[config.mk]
export PLATFORM = sky130hd
export DESIGN_NAME = csv_field_splitter
export DESIGN_NICKNAME = d
export VERILOG_FILES = /design/src/design/csvfs_pkg.sv /design/src/design/csvfs_parser.sv /design/src/design/csvfs_out_fifo.sv /design/src/design/csv_field_splitter.sv
export VERILOG_INCLUDE_DIRS = /design/src /design/src/design
export SDC_FILE = /design/constraint.sdc
export NUM_CORES = 1
export LEC_CHECK = 0
export BUFFER_PORTS_ARGS = -buffer_cell sky130_fd_sc_hd__buf_2
export CORE_MARGIN = 1.5
export CORE_UTILIZATION = 35
export DETAILED_ROUTE_END_ITERATION = 8
export SKIP_LAST_GASP = 1
export SYNTH_ARGS = -nofsm -noshare
export SYNTH_HDL_FRONTEND = slang
export SYNTH_SLANG_ARGS = --single-unit
[constraint.sdc]
create_clock -name clk -period 10.2 [get_ports clk]
set_input_delay 1.53 -clock clk [delete_from_list [all_inputs] [get_ports clk]]
set_output_delay 1.53 -clock clk [all_outputs]
set_load 0.005 [all_outputs]
[src/design/csv_field_splitter_assert.svh]
// Assertion macros for the csv_field_splitter RTL.
// Each expects a clock named clk and an active-low reset named rst_n in scope.
`ifndef CSV_FIELD_SPLITTER_ASSERT_SVH
`define CSV_FIELD_SPLITTER_ASSERT_SVH

// Condition must hold at every clock edge out of reset.
`define CSVFS_ASSERT_ALWAYS(lbl, cond) \
  lbl: assert property (@(posedge clk) disable iff (!rst_n) (cond)) \
    else $error("csv_field_splitter: assertion failed");

// Antecedent in one cycle implies consequent in the next.
`define CSVFS_ASSERT_NEXT(lbl, ante, cons) \
  lbl: assert property (@(posedge clk) disable iff (!rst_n) (ante) |=> (cons)) \
    else $error("csv_field_splitter: assertion failed");

`endif

[src/design/csvfs_pkg.sv]
// ----------------------------------------------------------------------------
// csvfs_pkg
// Shared types and character codes for the CSV field splitter.
// ----------------------------------------------------------------------------
`default_nettype none

package csvfs_pkg;

  typedef enum logic [1:0] {
    MODE_START = 2'd0,
    MODE_UNQ   = 2'd1,
    MODE_QUO   = 2'd2,
    MODE_QPEND = 2'd3
  } csvfs_mode_t;

  localparam logic [7:0] CH_QUOTE = 8'h22;
  localparam logic [7:0] CH_COMMA = 8'h2C;
  localparam logic [7:0] CH_LF    = 8'h0A;
  localparam logic [7:0] CH_CR    = 8'h0D;
  localparam logic [7:0] CH_NUL   = 8'h00;

  localparam logic [7:0]  COL_MAX     = 8'hFF;
  localparam logic [11:0] LIMIT_RESET = 12'd299;

  // Fixed-width part of one result; kept_length travels beside it.
  typedef struct packed {
    logic       is_field_end;
    logic [7:0] data_byte;
    logic [7:0] field_number;
    logic       line_end;
    logic       last;
  } csvfs_res_t;

endpackage

`default_nettype wire

[src/design/csvfs_parser.sv]
// ----------------------------------------------------------------------------
// csvfs_parser
// Input byte register, parse mode machine and field counters. Produces up to
// two results per byte when the result queue has room for two.
// ----------------------------------------------------------------------------
`default_nettype none

module csvfs_parser #(
  parameter int LENGTH_WIDTH = 12
) (
  input  wire                      clk,
  input  wire                      rst_n,
  input  wire                      in_valid,
  output logic                     in_stall,
  input  wire  [7:0]               in_text_byte,
  input  wire  [11:0]              field_limit,
  input  wire                      room,
  output logic [1:0]               push_cnt,
  output csvfs_pkg::csvfs_res_t    push_a_res,
  output logic [LENGTH_WIDTH-1:0]  push_a_len,
  output csvfs_pkg::csvfs_res_t    push_b_res,
  output logic [LENGTH_WIDTH-1:0]  push_b_len
);

  localparam int CW = (LENGTH_WIDTH > 12) ? LENGTH_WIDTH : 12;
  localparam logic [LENGTH_WIDTH-1:0] LEN_MAX = {LENGTH_WIDTH{1'b1}};

  logic                     stage_valid_r, stage_valid_nxt;
  logic [7:0]               byte_r;
  csvfs_pkg::csvfs_mode_t   mode_r, mode_nxt;
  logic [LENGTH_WIDTH-1:0]  cnt_r, cnt_nxt;
  logic [7:0]               col_r, col_nxt;

  logic                     accept, fire, term;
  logic                     do_end, end_le, want_keep, keep_ok;
  logic [7:0]               keep_val, col_after_end;
  logic [LENGTH_WIDTH-1:0]  base_cnt;
  logic [7:0]               base_col;
  csvfs_pkg::csvfs_mode_t   mode_parse;

  assign fire     = stage_valid_r && room;
  assign in_stall = stage_valid_r && !room;
  assign accept   = in_valid && !in_stall;

  always_comb begin
    stage_valid_nxt = stage_valid_r;
    if (accept) begin
      stage_valid_nxt = 1'b1;
    end else if (fire) begin
      stage_valid_nxt = 1'b0;
    end
  end

  always_ff @(posedge clk) begin
    if (!rst_n) begin
      stage_valid_r <= 1'b0;
      mode_r        <= csvfs_pkg::MODE_START;
      cnt_r         <= '0;
      col_r         <= '0;
    end else begin
      stage_valid_r <= stage_valid_nxt;
      mode_r        <= mode_nxt;
      cnt_r         <= cnt_nxt;
      col_r         <= col_nxt;
    end
  end

  always_ff @(posedge clk) begin
    if (accept) begin
      byte_r <= in_text_byte;
    end
  end

  assign term = (byte_r == csvfs_pkg::CH_NUL) || (byte_r == csvfs_pkg::CH_CR) ||
                (byte_r == csvfs_pkg::CH_LF);

  // Classify the byte against the current mode.
  always_comb begin
    do_end     = 1'b0;
    end_le     = 1'b0;
    want_keep  = 1'b0;
    keep_val   = byte_r;
    mode_parse = mode_r;
    unique case (mode_r)
      csvfs_pkg::MODE_START: begin
        if (byte_r == csvfs_pkg::CH_QUOTE) begin
          mode_parse = csvfs_pkg::MODE_QUO;
        end else if (byte_r == csvfs_pkg::CH_COMMA) begin
          do_end = 1'b1;
        end else if (term) begin
          do_end = 1'b1;
          end_le = 1'b1;
        end else begin
          mode_parse = csvfs_pkg::MODE_UNQ;
          want_keep  = 1'b1;
        end
      end
      csvfs_pkg::MODE_UNQ: begin
        if (byte_r == csvfs_pkg::CH_COMMA) begin
          do_end = 1'b1;
        end else if (term) begin
          do_end = 1'b1;
          end_le = 1'b1;
        end else begin
          want_keep = 1'b1;
        end
      end
      csvfs_pkg::MODE_QUO: begin
        if (byte_r == csvfs_pkg::CH_QUOTE) begin
          mode_parse = csvfs_pkg::MODE_QPEND;
        end else if (byte_r == csvfs_pkg::CH_NUL) begin
          do_end = 1'b1;
          end_le = 1'b1;
        end else begin
          want_keep = 1'b1;
        end
      end
      csvfs_pkg::MODE_QPEND: begin
        if (byte_r == csvfs_pkg::CH_QUOTE) begin
          mode_parse = csvfs_pkg::MODE_QUO;
          want_keep  = 1'b1;
          keep_val   = csvfs_pkg::CH_QUOTE;
        end else if (byte_r == csvfs_pkg::CH_COMMA) begin
          do_end = 1'b1;
        end else if (term) begin
          do_end = 1'b1;
          end_le = 1'b1;
        end else begin
          // closing quote followed by text: close field, text opens the next
          do_end     = 1'b1;
          mode_parse = csvfs_pkg::MODE_UNQ;
          want_keep  = 1'b1;
        end
      end
      default: begin
        mode_parse = csvfs_pkg::MODE_START;
      end
    endcase
    if (do_end && !want_keep) begin
      mode_parse = csvfs_pkg::MODE_START;
    end
  end

  always_comb begin
    if (end_le) begin
      col_after_end = '0;
    end else if (col_r == csvfs_pkg::COL_MAX) begin
      col_after_end = col_r;
    end else begin
      col_after_end = col_r + 8'd1;
    end
    base_cnt = do_end ? '0 : cnt_r;
    base_col = do_end ? col_after_end : col_r;
    keep_ok  = want_keep && (CW'(base_cnt) < CW'(field_limit)) && (base_cnt != LEN_MAX);
  end

  always_comb begin
    mode_nxt = mode_r;
    cnt_nxt  = cnt_r;
    col_nxt  = col_r;
    if (fire) begin
      mode_nxt = mode_parse;
      col_nxt  = base_col;
      cnt_nxt  = keep_ok ? base_cnt + 1'b1 : base_cnt;
    end
  end

  // Slot A carries the field end when there is one, else the data byte.
  always_comb begin
    push_cnt = '0;
    if (fire) begin
      push_cnt = {1'b0, do_end} + {1'b0, keep_ok};
    end

    push_b_res.is_field_end = 1'b0;
    push_b_res.data_byte    = keep_val;
    push_b_res.field_number = base_col;
    push_b_res.line_end     = 1'b0;
    push_b_res.last         = 1'b1;
    push_b_len              = base_cnt + 1'b1;

    if (do_end) begin
      push_a_res.is_field_end = 1'b1;
      push_a_res.data_byte    = '0;
      push_a_res.field_number = col_r;
      push_a_res.line_end     = end_le;
      push_a_res.last         = !keep_ok;
      push_a_len              = cnt_r;
    end else begin
      push_a_res = push_b_res;
      push_a_len = push_b_len;
    end
  end

endmodule

`default_nettype wire

[src/design/csvfs_out_fifo.sv]
// ----------------------------------------------------------------------------
// csvfs_out_fifo
// Four-entry result queue. Takes up to two results per cycle, presents one.
// ----------------------------------------------------------------------------
`default_nettype none

`include "csv_field_splitter_assert.svh"

module csvfs_out_fifo #(
  parameter int LENGTH_WIDTH = 12
) (
  input  wire                        clk,
  input  wire                        rst_n,
  input  wire  [1:0]                 push_cnt,
  input  wire csvfs_pkg::csvfs_res_t push_a_res,
  input  wire  [LENGTH_WIDTH-1:0]    push_a_len,
  input  wire csvfs_pkg::csvfs_res_t push_b_res,
  input  wire  [LENGTH_WIDTH-1:0]    push_b_len,
  output logic                       room,
  output logic                       out_valid,
  input  wire                        out_stall,
  output csvfs_pkg::csvfs_res_t      out_res,
  output logic [LENGTH_WIDTH-1:0]    out_len
);

  localparam int DEPTH = 4;
  localparam int AW    = 2;

  csvfs_pkg::csvfs_res_t    res_mem [DEPTH];
  logic [LENGTH_WIDTH-1:0]  len_mem [DEPTH];

  logic [AW-1:0] wr_ptr_r, wr_ptr_nxt, rd_ptr_r, rd_ptr_nxt;
  logic [AW:0]   count_r, count_nxt;
  logic          pop;
  logic [AW-1:0] wr_ptr_b;

  assign room      = (count_r <= (AW+1)'(DEPTH - 2));
  assign out_valid = (count_r != '0);
  assign pop       = out_valid && !out_stall;
  assign wr_ptr_b  = wr_ptr_r + 1'b1;
  assign out_res   = res_mem[rd_ptr_r];
  assign out_len   = len_mem[rd_ptr_r];

  always_comb begin
    wr_ptr_nxt = wr_ptr_r + push_cnt;
    rd_ptr_nxt = pop ? rd_ptr_r + 1'b1 : rd_ptr_r;
    count_nxt  = count_r + {1'b0, push_cnt} - {{AW{1'b0}}, pop};
  end

  always_ff @(posedge clk) begin
    if (!rst_n) begin
      wr_ptr_r <= '0;
      rd_ptr_r <= '0;
      count_r  <= '0;
    end else begin
      wr_ptr_r <= wr_ptr_nxt;
      rd_ptr_r <= rd_ptr_nxt;
      count_r  <= count_nxt;
    end
  end

  always_ff @(posedge clk) begin
    if (push_cnt != 2'd0) begin
      res_mem[wr_ptr_r] <= push_a_res;
      len_mem[wr_ptr_r] <= push_a_len;
    end
    if (push_cnt == 2'd2) begin
      res_mem[wr_ptr_b] <= push_b_res;
      len_mem[wr_ptr_b] <= push_b_len;
    end
  end

  `CSVFS_ASSERT_ALWAYS(a_count_bound, count_r <= (AW+1)'(DEPTH))
  `CSVFS_ASSERT_ALWAYS(a_push_needs_room, (push_cnt == 2'd0) || room)
  `CSVFS_ASSERT_ALWAYS(a_push_cnt_range, push_cnt != 2'd3)
  `CSVFS_ASSERT_NEXT(a_hold_on_stall, out_valid && out_stall && (push_cnt == 2'd0), $stable(count_r) && $stable(rd_ptr_r))

endmodule

`default_nettype wire

[src/design/csv_field_splitter.sv]
// ----------------------------------------------------------------------------
// csv_field_splitter
// Splits a byte stream into comma-separated fields with quoted-field support.
// ----------------------------------------------------------------------------
// Path: an accepted byte is registered in the parser, then its results are
//   written to the result queue. Throughput: one byte per cycle unless
//   in_stall signals too little queue room; results leave one at a time.
// Reset: synchronous active-low; parser returns to field start, counters to
//   zero, field_limit to 299, result queue empties.
`default_nettype none

module csv_field_splitter #(
  parameter int LENGTH_WIDTH = 12
) (
  input  wire                     clk,
  input  wire                     rst_n,
  input  wire                     cfg_wr_en,
  input  wire  [11:0]             cfg_wr_data,
  input  wire                     in_valid,
  output logic                    in_stall,
  input  wire  [7:0]              in_text_byte,
  output logic                    out_valid,
  input  wire                     out_stall,
  output logic                    out_is_field_end,
  output logic [7:0]              out_data_byte,
  output logic [7:0]              out_field_number,
  output logic [LENGTH_WIDTH-1:0] out_kept_length,
  output logic                    out_line_end,
  output logic                    out_last
);

  logic [11:0]              field_limit_r;
  logic                     room;
  logic [1:0]               push_cnt;
  csvfs_pkg::csvfs_res_t    push_a_res, push_b_res, out_res;
  logic [LENGTH_WIDTH-1:0]  push_a_len, push_b_len;

  always_ff @(posedge clk) begin
    if (!rst_n) begin
      field_limit_r <= csvfs_pkg::LIMIT_RESET;
    end else if (cfg_wr_en) begin
      field_limit_r <= cfg_wr_data;
    end
  end

  csvfs_parser #(
    .LENGTH_WIDTH(LENGTH_WIDTH)
  ) u_parser (
    .clk          (clk),
    .rst_n        (rst_n),
    .in_valid     (in_valid),
    .in_stall     (in_stall),
    .in_text_byte (in_text_byte),
    .field_limit  (field_limit_r),
    .room         (room),
    .push_cnt     (push_cnt),
    .push_a_res   (push_a_res),
    .push_a_len   (push_a_len),
    .push_b_res   (push_b_res),
    .push_b_len   (push_b_len)
  );

  csvfs_out_fifo #(
    .LENGTH_WIDTH(LENGTH_WIDTH)
  ) u_out_fifo (
    .clk        (clk),
    .rst_n      (rst_n),
    .push_cnt   (push_cnt),
    .push_a_res (push_a_res),
    .push_a_len (push_a_len),
    .push_b_res (push_b_res),
    .push_b_len (push_b_len),
    .room       (room),
    .out_valid  (out_valid),
    .out_stall  (out_stall),
    .out_res    (out_res),
    .out_len    (out_kept_length)
  );

  assign out_is_field_end = out_res.is_field_end;
  assign out_data_byte    = out_res.data_byte;
  assign out_field_number = out_res.field_number;
  assign out_line_end     = out_res.line_end;
  assign out_last         = out_res.last;

endmodule

`default_nettype wire
== Word level (Yosys, flattened, before mapping) ==
Memory sizes are Yosys's and may differ from the RTL's. A register that Yosys moved wholly into a read port is not among the register bits.
Index checks and enable logic that the tools add are counted.

* Add/sub/neg operators: 8
* Multipliers: 0
* Div/mod/pow operators: 0
* Order comparisons: 2
* Equality and inequality tests: 13
* Shift operators: 0
* Mux-type cells: 43
* Bitwise logic cells: 0
* Reduce and logical (&&, ||, !) cells: 22

{| class="wikitable"
|+ Operators with widths
! kind !! number
|-
| $mux 8 || 5
|-
| $mux 12 || 3
|-
| $mux 1 || 20
|-
| $mux 2 || 10
|-
| $mux 19 || 1
|-
| $eq 8x4->1 const B || 2
|-
| $eq 8x6->1 const B || 2
|-
| $add 12x1->12 const B || 1
|-
| $lt 12x12->1 || 1
|-
| $ne 12x12->1 const B || 1
|-
| $add 8x1->8 const B || 1
|-
| $eq 8x8->1 const B || 1
|-
| $logic_not 8->1 || 1
|-
| $pmux 1 s4 || 2
|-
| $logic_and 1x1->1 || 7
|-
| $eq 2x2->1 const B || 3
|-
| $reduce_bool 3->1 || 2
|-
| $logic_not 1->1 || 5
|-
| $reduce_and 5->1 || 1
|-
| $add 2x1->2 const B || 2
|-
| $ne 4x3->1 const B || 1
|-
| $ne 4x4->1 const B || 1
|-
| $pmux 2 s2 || 1
|-
| $reduce_bool 2->1 || 2
|-
| other kinds (11) || 12
|}

* Register bits: 50
* Latch bits: 0
* Bits in writable memories: 124
* Memory bits (read-only): 0
* Input port bits: 25
* Logic and storage cells: 99
* Memories: 2

{| class="wikitable"
|+ Memories
! name !! words !! width !! read ports !! clocked after memory_dff !! wr ports !! RTL line !! RTL
|-
| u_out_fifo.res_mem || 4 || 19 || 1 || 1 || 2 || csvfs_out_fifo.sv:29 || <nowiki>csvfs_pkg::csvfs_res_t res_mem [DEPTH];</nowiki>
|-
| u_out_fifo.len_mem || 4 || 12 || 1 || 1 || 2 || csvfs_out_fifo.sv:30 || <nowiki>logic [LENGTH_WIDTH-1:0] len_mem [DEPTH];</nowiki>
|}

== Longest topological paths before layout ==
* Depth after elaboration: 16
* Gate-level depth with buffers: 29
* Mapped depth without buffers: 26

== Hierarchy ==
A second synthesis with hierarchy kept.

* Cell total of the unflattened synthesis: 756
* Area total of the unflattened synthesis: 9,616.7 sq um

{| class="wikitable"
|+ Modules (own cells, without submodules)
! module !! instances !! cells each !! area an instance (sq um) !! sequential area each (sq um)
|-
| csvfs_out_fifo || 1 || 353 || 6,482.5 || 3,903.7
|-
| csvfs_parser || 1 || 365 || 2,696.3 || 700.7
|-
| csv_field_splitter || 1 || 38 || 437.9 || 240.2
|}

== Worst setup path after synthesis ==
Ideal clock, no wire load.

* Kind: register to register
* Start point: reg u_parser.byte_r[3]
* End point: mem u_out_fifo.len_mem[3][0], enable pin
* Library setup time: 386 ps
* Data arrival time: 5,375 ps
* Setup slack: 4,439 ps
* Cell stages (with the launch flop): 22
* Buffers on the path: 7
* Clock period less this slack: 5,761 ps
* Cells stage by stage: edfxtp_1 > buf_6 > or3_4 > o31ai_1 > a21o_2 > and2_4 > buf_6 > clkbuf_1 > ha_1 > ha_1 > clkbuf_1 > and3_1 > nand3_1 > nor4_2 > and3_1 > buf_2 > nor2_1 > ha_1 > clkbuf_1 > or3_1 > clkbuf_1 > nand2_1

{| class="wikitable"
|+ RTL lines
! element !! RTL line !! RTL
|-
| start, declared || csvfs_parser.sv:29 || <nowiki>logic [7:0] byte_r;</nowiki>
|-
| start signal, assigned || csvfs_parser.sv:70 || <nowiki>byte_r <= in_text_byte;</nowiki>
|-
| end, declared || csvfs_out_fifo.sv:30 ||
|}

==> impl_metrics.toml <==
[logic_synthesis]
yosysSeqAreaShare = 0.517
ys.warnings.count = 0
synth.distinct_cells = 77
synth_edf_count = 120
synth_area_sq_um = 9130
synth_top_area_share = 0.395
async_flop_share = 0
synthTopCellsByArea = "edfxtp_1 39%, dfxtp_1 12%, mux4_2 7.6%, nand2_1 3.7%, o21ai_0 3.3%"
syn_nets = 874
synth_top_area_cell = "edfxtp_1"
synthFlopType = "edfxtp_1"
syn_avg_cell_area_sq_um = 11.1
netlist_instances = 826
ys_ff_latch = 176

[final_layout]
area_growth_pct = 11.4
nFillCells = 2466
nNetsFinal = 894
layout-drive-gt1-share = 0.181
final_cell_mix = "120 x edfxtp_1, 90 x nand2_1, 62 x nor2_1, 61 x o21ai_0, 57 x buf_2"
num_antenna_cells = 0
layout_commonest_cell = "edfxtp_1"

[grt]
grt_pass1_vias = 6362
grt_max_degree = 32
antenna_found_initial = 0
track_usage = 0.177
grt_overflow = 0
grt_first_pass_wirelength_microns = 36500

[min_path]
min_to = "u_out_fifo.res_mem[1][1]"
hp-start = "u_out_fifo.res_mem[1][1]"
worstHoldPathCells = 2
hold_class = "flop to flop"

[clocking]
cts_hold_buf = 0
cts_buffers = 17
post_cts_buffers = 0
cts.clk_slew.worst_paths_ns = 0.07
clk_path_buf_depth = 2
cts_tree = "built"
ctsResizeCount = 0
cts_root_buffer = "clkbuf_16"
cts.sinks = 176
cts-htree-levels = 4
clock_latency_ns = 0.43

[critical_path]
cp_slowest_cell = "nor4_2"
rrSetupSlack_ns = 2.87
path_max_fanout = 29
cp_cell_sequence = "xnor2_1 -> o32ai_2 -> o211ai_1 -> and2_4 -> ha_1 -> ha_1 -> and3_1 -> nand3_1 -> nor4_2 -> and3_1 -> nor2_1 -> ha_1 -> nor4_2 -> or2_2"
critPathRequiredTime_ns = 10.25
critPathTopFamily = "simple AND/OR/NAND/NOR gates"
rr_endpoint = "u_out_fifo.res_mem[1][15]"
arrival_ns = 7.38
start_kind = "flop"
crit_path_end_kind = "flop"
cp.buffers_inverters = 0
crit_top_cell = "ha_1"
crit_type = "flop to flop"
reg2reg_from = "u_parser.byte_r[5]"
max_stage_delay_ns = 0.94
rr_worst_depth = 14

[die]
die_h_microns = 165
chipWidth_microns = 165
ios = 58
core_sq_um = 25400
die_area_sq_um = 27100
start_util = 0.360
rows = 58

[drt]
vias = 6530
wl_per_cell_microns = 19.2
drt_wl_total_microns = 22900
drt-initial-drc-count = 750
avgViaCountPerCell = 5.50
ant_nets = 0
drcViolationCount = 0
drt_pre_antenna_iters = 6

[place]
portBuffers = 57
post-dp-hpwl_microns = 15200
gp_congestion = 0.862
dp_slack_ns = 2.99

[timing]
fin_tns_setup_ns = 0
rsz0062_at_grt = "no"
tightest_slew_ns = 1.11
hold_viol_final = 0
maxSlewHeadroom = 0.263
clock.fmax_mhz = 136
period_share = 0.718
hold_ws_ns = 0.464
fin_crit_ns = 7.33
skew_ns = 0.00798
final_max_slew_viol_count = 0
setup_slack_ns = 2.87
setup_viol = 0

[power]
p_total_mw = 1.89
peakVddDrop_v = 0.000100
leakage_nw = 3.72
power.density_nw_per_um2 = 185

[run]
maxCapViolations = 0

[status]
status = "finished clean"
==> synth_stat cells (all sizes together), types with 16 or more instances <==
library cell / instances
a21oi: 21
a22o: 24
and3: 22
buf: 20
clkbuf: 44
dfxtp: 56
edfxtp: 120
ha: 22
inv: 26
mux4: 31
nand2: 91
nand3: 24
nor2: 62
nor2b: 35
nor3: 18
o21ai: 62
or3: 16
==> metal layers <==
layer	GRT usage	wire, microns	vias to the layer above
met2	0.271	10400	240
li1	-	-	3112
met5	0	0	-
met4	0.0491	303	0
met3	0.0279	1380	29
met1	0.258	10800	3149
==> where the power goes <==
part | switching [mW] | internal [mW] | leakage, nW
Clock | 0.273 | 0.359 | 0.259
Sequential | 0.0336 | 0.820 | 1.55
Combinational | 0.211 | 0.189 | 1.91
==> final cells by class <==
| class | count | area, sq um | share of cell area |
|---|---|---|---|
| inverter | 26 | 105 | 0.0103 |
| sequential | 176 | 4730 | 0.464 |
| clock buffer | 21 | 440 | 0.0433 |
| clock inverter | 10 | 113 | 0.0111 |
| multi-input combinational | 560 | 4040 | 0.396 |
| timing repair buffer | 65 | 345 | 0.0339 |
| tap | 330 | 413 | 0.0406 |
==> flip-flops by register name, summed over array words and instances (netlist names), named ones only <==
| name | count |
|---|---|
| u_out_fifo.res_mem | 76 |
| u_out_fifo.len_mem | 48 |
| field_limit_r | 12 |
| u_parser.cnt_r | 12 |
| u_parser.byte_r | 8 |
| u_parser.col_r | 8 |
| u_out_fifo.count_r | 3 |
| u_out_fifo.rd_ptr_r | 2 |
| u_out_fifo.wr_ptr_r | 2 |
| u_parser.mode_r | 2 |
| u_parser.stage_valid_r | 1 |
==> worst max path at each step <==
stage | startpoint | to | slack, ns | depth (start not counted)
final | u_parser.byte_r[5] | u_out_fifo.res_mem[1][15] | 2.87 | 14
after global routing | u_parser.byte_r[5] | u_out_fifo.res_mem[1][15] | 2.30 | 14
after CTS | u_parser.byte_r[5] | u_out_fifo.res_mem[1][15] | 2.96 | 14
after detailed placement | u_parser.byte_r[5] | u_out_fifo.res_mem[1][2] | 2.99 | 14
after global placement | u_parser.byte_r[5] | u_out_fifo.res_mem[1][17] | 3.36 | 14
after floorplan | u_parser.byte_r[3] | u_out_fifo.len_mem[3][0] | 4.44 | 21
==> worst reg2reg max path, cell delays in order (launching register included) <==
cell and delay, ns:
edfxtp_1 0.57, xnor2_1 0.25, o32ai_2 0.13, o211ai_1 0.81, and2_4 0.53, ha_1 0.40, ha_1 0.40, and3_1 0.25
nand3_1 0.16, nor4_2 0.64, and3_1 0.48, nor2_1 0.13, ha_1 0.41, nor4_2 0.94, or2_2 0.83
==> through the flow <==
step,util,area (sq um),cells
2_1_floorplan,-,9130,826
3_3_place_gp,0.379,9620,1157
3_5_place_dp,0.379,9620,1157
4_1_cts,0.401,10200,1188
5_1_grt,0.401,10200,1188
6_report,0.401,10200,1188
==> kinds of logic after synthesis <==
logic type / count (synthesis) / synth area share
AND/OR/NAND/NOR: 300 / 0.164
XOR/XNOR: 13 / 0.0125
AO/OA/AOI/OAI: 180 / 0.141
adder cells (fa/ha/maj): 23 / 0.0323
buffers and inverters: 90 / 0.0419
multiplexers: 44 / 0.0912
flip-flops: 176 / 0.517
No activity file was read; power rests on OpenSTA's default activity.
